==> config.mk <==
export PLATFORM = sky130hd
export DESIGN_NAME = cfd_div
export DESIGN_NICKNAME = d
export VERILOG_FILES = /design/src/sv/cfd_pkg.sv /design/src/sv/cfd_div.sv
export SDC_FILE = /design/constraint.sdc
export NUM_CORES = 1
export LEC_CHECK = 0
export BUFFER_PORTS_ARGS = -buffer_cell sky130_fd_sc_hd__buf_2
export CORE_ASPECT_RATIO = 0.7
export CORE_MARGIN = 4
export CORE_UTILIZATION = 55
export DETAILED_ROUTE_END_ITERATION = 8
export HOLD_SLACK_MARGIN = 0.15
export PLACE_DENSITY = 0.89
export SYNTH_ARGS = -nofsm -noshare
export SYNTH_HDL_FRONTEND = slang
export SYNTH_SLANG_ARGS = --single-unit
==> constraint.sdc <==
create_clock -name clk -period 3 [get_ports clk]
set_input_delay 0.3 -clock clk [delete_from_list [all_inputs] [get_ports clk]]
set_output_delay 0.3 -clock clk [all_outputs]
set_load 0.02 [all_outputs]
==> src/sv/cfd_pkg.sv <==
// Shared constants, register indexes and lookup tables for the crossfading feedback delay.
// Used by the top level, cfd_div and cfd_fbpath; depends on nothing.
package cfd_pkg;

	localparam int DEF_STORE_DEPTH         = 65536;
	localparam int DEF_SAMPLE_BITS         = 24;
	localparam int DEF_DELAY_FRACTION_BITS = 8;

	localparam int REQ_BITS   = 24;
	localparam int MAXD_BITS  = 16;
	localparam int LEN_BITS   = 16;
	localparam int COEF_BITS  = 15;
	localparam int PHASE_BITS = 21;
	localparam int QUOT_BITS  = PHASE_BITS + 1;
	localparam int LUT_BITS   = 16;
	localparam int PADDR_BITS = 5;

	localparam logic [2:0] REG_FEEDBACK_GAIN    = 3'd0;
	localparam logic [2:0] REG_CROSSFADE_LENGTH = 3'd1;
	localparam logic [2:0] REG_DC_POLE          = 3'd2;
	localparam logic [2:0] REG_MAX_DELAY        = 3'd3;
	localparam logic [2:0] REG_INITIAL_DELAY    = 3'd4;

	localparam logic [COEF_BITS-1:0] GAIN_MAX  = 15'd24576;
	localparam logic [COEF_BITS-1:0] POLE_MAX  = 15'd32764;
	localparam logic [COEF_BITS-1:0] RST_POLE  = 15'd32604;
	localparam logic [LEN_BITS-1:0]  RST_LEN   = 16'd256;
	localparam logic [MAXD_BITS-1:0] RST_MAXD  = 16'd65534;
	localparam logic [REQ_BITS-1:0]  RST_INIT  = 24'd256;

	function automatic logic [LUT_BITS-1:0] sine_lut(input logic [5:0] k);
		logic [LUT_BITS-1:0] v;
		unique case (k)
			6'd0: v = 16'd0;      6'd1: v = 16'd1608;   6'd2: v = 16'd3212;
			6'd3: v = 16'd4808;   6'd4: v = 16'd6393;   6'd5: v = 16'd7962;
			6'd6: v = 16'd9512;   6'd7: v = 16'd11039;  6'd8: v = 16'd12540;
			6'd9: v = 16'd14010;  6'd10: v = 16'd15447; 6'd11: v = 16'd16846;
			6'd12: v = 16'd18205; 6'd13: v = 16'd19520; 6'd14: v = 16'd20788;
			6'd15: v = 16'd22006; 6'd16: v = 16'd23170; 6'd17: v = 16'd24279;
			6'd18: v = 16'd25330; 6'd19: v = 16'd26320; 6'd20: v = 16'd27245;
			6'd21: v = 16'd28106; 6'd22: v = 16'd28899; 6'd23: v = 16'd29622;
			6'd24: v = 16'd30274; 6'd25: v = 16'd30853; 6'd26: v = 16'd31357;
			6'd27: v = 16'd31786; 6'd28: v = 16'd32138; 6'd29: v = 16'd32413;
			6'd30: v = 16'd32610; 6'd31: v = 16'd32729; 6'd32: v = 16'd32768;
			default: v = 16'd32768;
		endcase
		return v;
	endfunction

	function automatic logic [LUT_BITS-1:0] tanh_lut(input logic [5:0] k);
		logic [LUT_BITS-1:0] v;
		unique case (k)
			6'd0: v = 16'd0;      6'd1: v = 16'd4075;   6'd2: v = 16'd8026;
			6'd3: v = 16'd11743;  6'd4: v = 16'd15143;  6'd5: v = 16'd18173;
			6'd6: v = 16'd20813;  6'd7: v = 16'd23066;  6'd8: v = 16'd24956;
			6'd9: v = 16'd26519;  6'd10: v = 16'd27797; 6'd11: v = 16'd28830;
			6'd12: v = 16'd29660; 6'd13: v = 16'd30322; 6'd14: v = 16'd30847;
			6'd15: v = 16'd31262; 6'd16: v = 16'd31589; 6'd17: v = 16'd31846;
			6'd18: v = 16'd32048; 6'd19: v = 16'd32206; 6'd20: v = 16'd32329;
			6'd21: v = 16'd32426; 6'd22: v = 16'd32501; 6'd23: v = 16'd32560;
			6'd24: v = 16'd32606; 6'd25: v = 16'd32642; 6'd26: v = 16'd32670;
			6'd27: v = 16'd32691; 6'd28: v = 16'd32708; 6'd29: v = 16'd32722;
			6'd30: v = 16'd32732; 6'd31: v = 16'd32740; 6'd32: v = 16'd32746;
			default: v = 16'd32746;
		endcase
		return v;
	endfunction

endpackage

==> src/sv/cfd_div.sv <==
// Restoring divider producing the crossfade phase ((n << 21) / len), one quotient bit a cycle.
// Depends on cfd_pkg.
module cfd_div import cfd_pkg::*; (
	input  logic                 clk,
	input  logic                 arst_n,
	input  logic                 start,
	input  logic [LEN_BITS:0]    numer,
	input  logic [LEN_BITS-1:0]  denom,
	output logic                 done,
	output logic [QUOT_BITS-1:0] quot
);

	logic [LEN_BITS+1:0]  rem_q;
	logic [QUOT_BITS-1:0] quot_q;
	logic [4:0]           cnt_q;
	logic                 busy_q;
	logic                 done_q;
	logic                 ge;
	logic [LEN_BITS+1:0]  rem_sub;

	assign ge      = rem_q >= (LEN_BITS+2)'(denom);
	assign rem_sub = ge ? rem_q - (LEN_BITS+2)'(denom) : rem_q;

	always_ff @(posedge clk or negedge arst_n) begin
		if (!arst_n) begin
			busy_q <= 1'b0;
			done_q <= 1'b0;
			cnt_q  <= '0;
		end else if (start) begin
			busy_q <= 1'b1;
			done_q <= 1'b0;
			cnt_q  <= 5'(QUOT_BITS);
		end else if (busy_q) begin
			cnt_q <= cnt_q - 5'd1;
			if (cnt_q == 5'd1) begin
				busy_q <= 1'b0;
				done_q <= 1'b1;
			end
		end
	end

	always_ff @(posedge clk) begin
		if (start) begin
			rem_q  <= (LEN_BITS+2)'(numer);
			quot_q <= '0;
		end else if (busy_q) begin
			rem_q  <= {rem_sub[LEN_BITS:0], 1'b0};
			quot_q <= {quot_q[QUOT_BITS-2:0], ge};
		end
	end

	assign done = done_q;
	assign quot = quot_q;

endmodule

==> impl_metrics.py, run 1 <==
metrics = {
    "sta": {
        "maxSlewViolCount": 0,
        "slew_headroom_pct": 44.3,
        "max_freq_mhz": 343,
        "hold_slack_ns": 0.275,
        "finalCriticalPeriod_ns": 2.91,
        "worst_slew_pin_slew_ns": 0.834,
        "finalClockSkew_ns": 0.00923,
        "final.setup.tns_ns": 0,
        "finalHoldViolations": 0,
        "finalCritPeriodShare_pct": 97.1,
        "finalSetupViolCount": 0,
    },
    "power_and_ir_drop": {
        "power_density_mw_per_mm2": 834,
        "pwr-share-clk_pct": 14.5,
        "net-switching-power_w": 0.00122,
        "p_total_w": 0.00285,
        "seqPwrFrac_pct": 32.5,
        "pwr-share-comb_pct": 52.9,
        "ir_drop_uv": 380,
        "sw_frac_of_total_pct": 42.8,
        "cellInternalPower_w": 0.00163,
        "p_leak_nw": 1.69,
    },
    "placed_design": {
        "io_buffers": 58,
        "dpl.hpwl_mm": 5.51,
        "dpl.cell_count": 448,
        "gp_congestion": 0.923,
    },
    "job": {
        "max_cap_viol_count": 0,
    },
    "floorplan": {
        "die_h_um": 69.6,
        "die_area_mm2": 0.00668,
        "initial_core_util_pct": 56.7,
        "rows": 22,
        "die_x_um": 96.0,
        "ioPinCount": 59,
        "coreArea_mm2": 0.00526,
    },
    "synth": {
        "synth_nets": 385,
        "ys_seq_elements": 47,
        "synth_cell_types": 57,
        "synth-edff-count": 17,
        "synth_top_area_share_pct": 17.1,
        "synth-main-ff-cell": "dfxtp_1",
        "synth_area_leaders": "edfxtp_1 (17%), dfxtp_1 (15%), ha_1 (7.6%)",
        "synth_area_per_cell_um2": 9.04,
        "ys_seq_area_share_pct": 38.4,
        "yosys.area.top_type": "edfxtp_1",
        "yosysWarnings": 0,
        "synthTopCellsByCount": "nor2_1 (43), inv_1 (24), dfxtp_1 (23), nand2_1 (23), mux2i_1 (22)",
        "yosysMostFrequentCell": "nor2_1",
        "synthCells": 330,
        "synthArstFlopShare_pct": 14.9,
        "synth_area_mm2": 0.00298,
    },
    "critical_path": {
        "cpMostUsedCell": "inv_1",
        "crit_path_max_fanout": 11,
        "crit_type": "flop to flop",
        "startpoint_type": "flop",
        "path_cells": "inv_1 > ha_1 > inv_1 > fa_1 > a21o_1 > a221o_1 > o2111a_2 > nor2_4 > buf_6 > or3_1 > a31oi_1",
        "cpPeakStageDelay_ns": 0.42,
        "path_buf_inv": 3,
        "worstPathRequired_ns": 3.05,
        "cp_slowest_cell": "edfxtp_1",
        "crit_path_end_kind": "flop",
        "crit_arrival_ns": 2.96,
        "cpLargestDelayFamily": "compound AO/OA/AOI/OAI gates",
    },
    "worst_hold_path": {
        "hp-class": "input pin to flop",
    },
    "routing": {
        "vias_per_cell": 5.87,
        "ant_nets": 0,
        "via_count": 2693,
        "drc_errors": 0,
        "drtIter0Drc": 300,
        "wl_mm": 7.27,
        "routedWlPerCell_um": 15.8,
        "dr.pass1.iters": 5,
    },
    "finish": {
        "nets": 441,
        "stdcell_count": 459,
        "final_util_pct": 64.9,
        "antenna_cells": 0,
        "drive_gt1_share_pct": 21.2,
        "syn2layout_area_growth_pct": 14.4,
    },
    "cts": {
        "cts.clk_slew.worst_paths_ns": 0.09,
        "numCtsBuffers": 5,
        "clock_sinks": 47,
        "tritoncts": "yes",
        "insertion_delay_ns": 0.31,
        "clockBufferDepth": 2,
        "cts_root_buf": "clkbuf_8",
        "htreeDepth": 2,
    },
    "grt": {
        "overflow": 0,
        "antenna_found_initial": 0,
        "grt_pass1_wl_mm": 11.8,
        "met2_usage_pct": 32.0,
        "first_global_vias": 2479,
        "grt_use_met1_pct": 32.4,
        "track_usage_pct": 21.8,
        "met3_usage_pct": 5.97,
        "grt.busiest_layer": "met1",
        "grt_max_degree": 31,
    },
    "outcome": {
        "status": "completed",
    },
}
## final cells by class
class,count,area [um2]
repair buffers,67,368
clock inverters,3,26.3
clock buffers,5,68.8
well taps,72,90.1
multi-input cells,240,1620
fillers,449,1850
inverters,25,93.8
flip-flops and latches,47,1150
## per-stage QoR
stage               worst slack, ns  instance area [um2]
floorplan                     0.383                 2980
CTS                          0.0485                 3380
global placement              0.211                 3270
detailed placement           0.0869                 3270
finish                       0.0866                 3410
global route               -0.00186                 3410
## state kept, by name, indices dropped and copies added, names as in the netlist
| register | flops |
|---|---|
| quot | 22 |
| rem_q | 18 |
| done | 1 |
| cnt_q | 5 |
| busy_q | 1 |
## metal layers
metal / vias up / part of all wire (%)
met1: 1247 / 46
li1: 1297 / -
met4: 0 / 0.70
met3: 10 / 10
met2: 139 / 43
met5: - / 0
## cell usage in the layout (no fill, tap or decap), types with 2 or more instances in the layout
cell type	Yosys	final
nor3_1	10	10
clkbuf_8	2	5
a21o_1	5	5
and3_1	2	2
a31oi_1	7	7
inv_1	24	24
nand2_1	23	23
edfxtp_1	17	17
dfrtp_1	7	7
dfxtp_1	23	23
nor3b_1	2	2
ha_1	18	18
mux2i_1	22	22
nand3_1	4	4
o21a_1	2	2
o21ai_1	1	2
and2_1	2	2
nand4_1	4	4
o21bai_1	2	2
a21oi_1	18	18
nor4b_1	3	3
buf_6	6	2
a2bb2oi_1	5	5
a211oi_1	8	7
or3_1	4	4
xnor2_1	7	7
xor2_1	3	3
buf_2	2	58
nor2_1	43	43
o21ai_0	19	18
o2bb2ai_1	2	2
nor4_1	3	3
buf_4	0	6
## what timing repair did
item | in CTS | in global routing
hold buffers | 1 | 0
resized for setup | 0 | 6
setup buffers | 0 | 2
hold endpoints to repair | 7 | 0
endpoints found under the setup margin | 0 | 8
## worst paths after layout
| check | start | endpoint | slack, ns | cells past startpoint |
|---|---|---|---|---|
| min in group asynchronous | arst_n | done$_DFFE_PN0P_ | 0.34 | 2 |
| worst min register to register | done$_DFFE_PN0P_ | done$_DFFE_PN0P_ | 0.50 | 1 |
| worst max-delay path | rem_q[0]$_SDFFCE_PN0P_ | rem_q[6]$_DFFE_PP_ | 0.09 | 11 |
| max in group asynchronous | arst_n | cnt_q[4]$_DFFE_PN0P_ | 2.51 | 2 |
| worst min-delay path | numer[0] | rem_q[0]$_SDFFCE_PN0P_ | 0.28 | 2 |
| worst max register to register | rem_q[0]$_SDFFCE_PN0P_ | rem_q[6]$_DFFE_PP_ | 0.09 | 11 |
## power groups by stage
stage / clock network (W) / registers [W] / logic (W)
after detailed placement: 0 / 0.000936 / 0.00139
final: 0.000414 / 0.000926 / 0.00151
after global placement: 0 / 0.000929 / 0.00135
after global routing: 0.000443 / 0.000940 / 0.00164
after CTS: 0.000419 / 0.000922 / 0.00141
after floorplan: 0 / 0.000918 / 0.00111
## cells by family (layout without fill, tap and decap cells)
family	after synthesis	after routing	share of synthesized area, %
xor+xnor	10	10	2.94
fa+ha+maj	19	19	8.22
simple gates	106	106	16.9
compound gates	82	82	18.1
flops	47	47	38.4
buf+inv	43	100	7.72
mux	23	23	7.76
No activity file was read; power rests on OpenSTA's default activity.
==> run 2, diff against run 1 <==
- clock period: 3 -> 3.7 ns (I/O delays scaled with it)
==> run 2 against run 1 <==
First-iteration DRC count shrank 9.0%. Setup slack improved by 0.52 ns. Critical endpoint is now rem_q[8]$_DFFE_PP_. Largest power group unchanged. Non-clock buffer count shrank 5. Clock skew decreased by 0.0033 ns. Worst hold slack improved by 0.071 ns. Power shrank 21%. Clock-buffer cell count is 1 higher. Fmax fell by 6.0%. Utilization down 0.86 points. Clock power shrank 13%. Design area down 1.3%.
==> impl_metrics.py, run 2 (synthesized netlist as in run 1, its figures left out) <==
metrics = {
    "floorplan": {
        "coreArea_mm2": 0.00526,
        "rows": 22,
        "die_h_um": 69.6,
        "die_x_um": 96.0,
        "ioPinCount": 59,
        "initial_core_util_pct": 56.7,
        "die_area_mm2": 0.00668,
    },
    "sta": {
        "rsz0062_at_grt": "no",
        "maxSlewViolCount": 0,
        "finalHoldViolations": 0,
        "finalCritPeriodShare_pct": 83.7,
        "final.setup.tns_ns": 0,
        "finalSetupViolCount": 0,
        "worst_slew_pin_slew_ns": 0.815,
        "slew_headroom_pct": 45.6,
        "max_freq_mhz": 323,
        "finalClockSkew_ns": 0.00589,
        "finalCriticalPeriod_ns": 3.10,
    },
    "finish": {
        "layout.area.seq_mm2": 0.00115,
        "drive_gt1_share_pct": 19.4,
        "syn2layout_area_growth_pct": 12.9,
        "antenna_cells": 0,
        "largest_reg_flops": 22,
        "final_area_mm2": 0.00337,
        "multi_input_comb_area_mm2": 0.00161,
        "final_common_cell": "buf_2",
        "final_cell_mix": "buf_2 (58), nor2_1 (43), inv_1 (24)",
        "nets": 436,
        "nFillCells": 444,
        "final_util_pct": 64.0,
    },
    "placed_design": {
        "dpl.hpwl_mm": 5.13,
        "placedInstanceArea_mm2": 0.00325,
        "io_buffers": 58,
        "gp_congestion": 0.939,
    },
    "grt": {
        "grt_max_degree": 46,
        "antenna_found_initial": 0,
        "grt_pass1_wl_mm": 11.7,
        "first_global_vias": 2503,
        "overflow": 0,
        "track_usage_pct": 22.1,
    },
    "power_and_ir_drop": {
        "p_leak_nw": 1.66,
        "ir_drop_uv": 303,
        "power_density_mw_per_mm2": 667,
    },
    "critical_path": {
        "crit_arrival_ns": 3.22,
        "cp_slowest_cell": "nor2_4",
        "cpPeakStageDelay_ns": 0.44,
        "worstPathRequired_ns": 3.83,
        "cpMostUsedCell": "inv_1",
        "path_cells": "inv_1 > ha_1 > inv_1 > fa_1 > a21o_1 > a221o_1 > o2111a_2 > nor2_4 > a2111oi_0 > nor4_1",
        "crit_cells": 10,
        "reg2regPathDepth": 10,
        "crit_type": "flop to flop",
        "crit_path_max_fanout": 23,
        "startpoint_type": "flop",
        "path_buf_inv": 2,
        "crit_path_end_kind": "flop",
        "cpLargestDelayFamily": "compound AO/OA/AOI/OAI gates",
    },
    "routing": {
        "vias_per_cell": 5.86,
        "via_count": 2661,
        "wl_mm": 7.26,
        "ant_nets": 0,
        "drc_errors": 0,
        "drtIter0Drc": 273,
        "routedWlPerCell_um": 16.0,
        "dr.pass1.iters": 5,
    },
    "cts": {
        "clock_sinks": 47,
        "post-cts-setup-buffer-count": 0,
        "tritoncts": "yes",
        "clockBufferDepth": 2,
        "cts.clk_slew.worst_paths_ns": 0.09,
        "cts_root_buf": "clkbuf_8",
        "insertion_delay_ns": 0.31,
        "numCtsBuffers": 5,
        "htreeDepth": 2,
    },
    "job": {
        "max_cap_viol_count": 0,
    },
    "outcome": {
        "status": "completed",
    },
    "worst_hold_path": {
        "hp-class": "input pin to flop",
        "holdPathStages": 3,
    },
}
## run 2: layout make-up
| class | instances | share of cell area (%) |
|---|---|---|
| Clock buffer | 6 | 2.79 |
| Sequential cell | 47 | 34.0 |
| Multi-Input combinational cell | 240 | 47.7 |
| Timing Repair Buffer | 62 | 9.59 |
| Tap cell | 72 | 2.68 |
| Clock inverter | 2 | 0.409 |
| Inverter | 25 | 2.79 |
## run 2: routing by layer
layer / up-vias / routed length (um) / GRT usage [%] / share of wire, %
met4: 0 / 97 / 5.36 / 1.3
met5: - / 0 / 0 / 0
met3: 14 / 757 / 6.83 / 10
met2: 129 / 3150 / 32.1 / 43
li1: 1297 / - / - / -
met1: 1221 / 3250 / 31.7 / 45
## run 2: worst register-to-register path, stage by stage, from the launching register on
cell	delay [ns]
edfxtp_1	0.41
inv_1	0.07
ha_1	0.17
inv_1	0.06
fa_1	0.40
a21o_1	0.24
a221o_1	0.34
o2111a_2	0.32
nor2_4	0.44
a2111oi_0	0.16
nor4_1	0.30
## run 2: stage by stage
step | hold slack [ns] | instances | total power [W] | setup slack [ns]
after floorplan | 0.0744 | 330 | 0.00165 | 1.08
after global placement | 0.209 | 445 | 0.00180 | 0.806
after detailed placement | 0.210 | 445 | 0.00184 | 0.671
after CTS | 0.348 | 454 | 0.00222 | 0.642
after global routing | 0.355 | 454 | 0.00239 | 0.468
final | 0.346 | 454 | 0.00224 | 0.602
## run 2: path summary, 6_finish.rpt
kind                                        startpoint              endpoint  slack [ns]
worst max register to register  rem_q[0]$_SDFFCE_PN0P_    rem_q[8]$_DFFE_PP_        0.60
worst min-delay path                          numer[2]    rem_q[2]$_DFFE_PP_        0.35
worst min register to register        done$_DFFE_PN0P_      done$_DFFE_PN0P_        0.50
min in group asynchronous                       arst_n  cnt_q[1]$_DFFE_PN0P_        0.42
worst max-delay path            rem_q[0]$_SDFFCE_PN0P_    rem_q[8]$_DFFE_PP_        0.60
max in group asynchronous                       arst_n      busy_q$_DFF_PN0_        3.13
## run 2: timing repair
item | CTS | global route
resized for setup | 0 | 0
endpoints found under the hold margin | 7 | 0
hold buffers | 1 | 0
## run 2: power by group
group          total (W)  internal (W)  switching, W
combinational    0.00113      0.000450      0.000681
sequential      0.000754      0.000673     0.0000807
clock           0.000359      0.000174      0.000185
total            0.00224       0.00130      0.000947
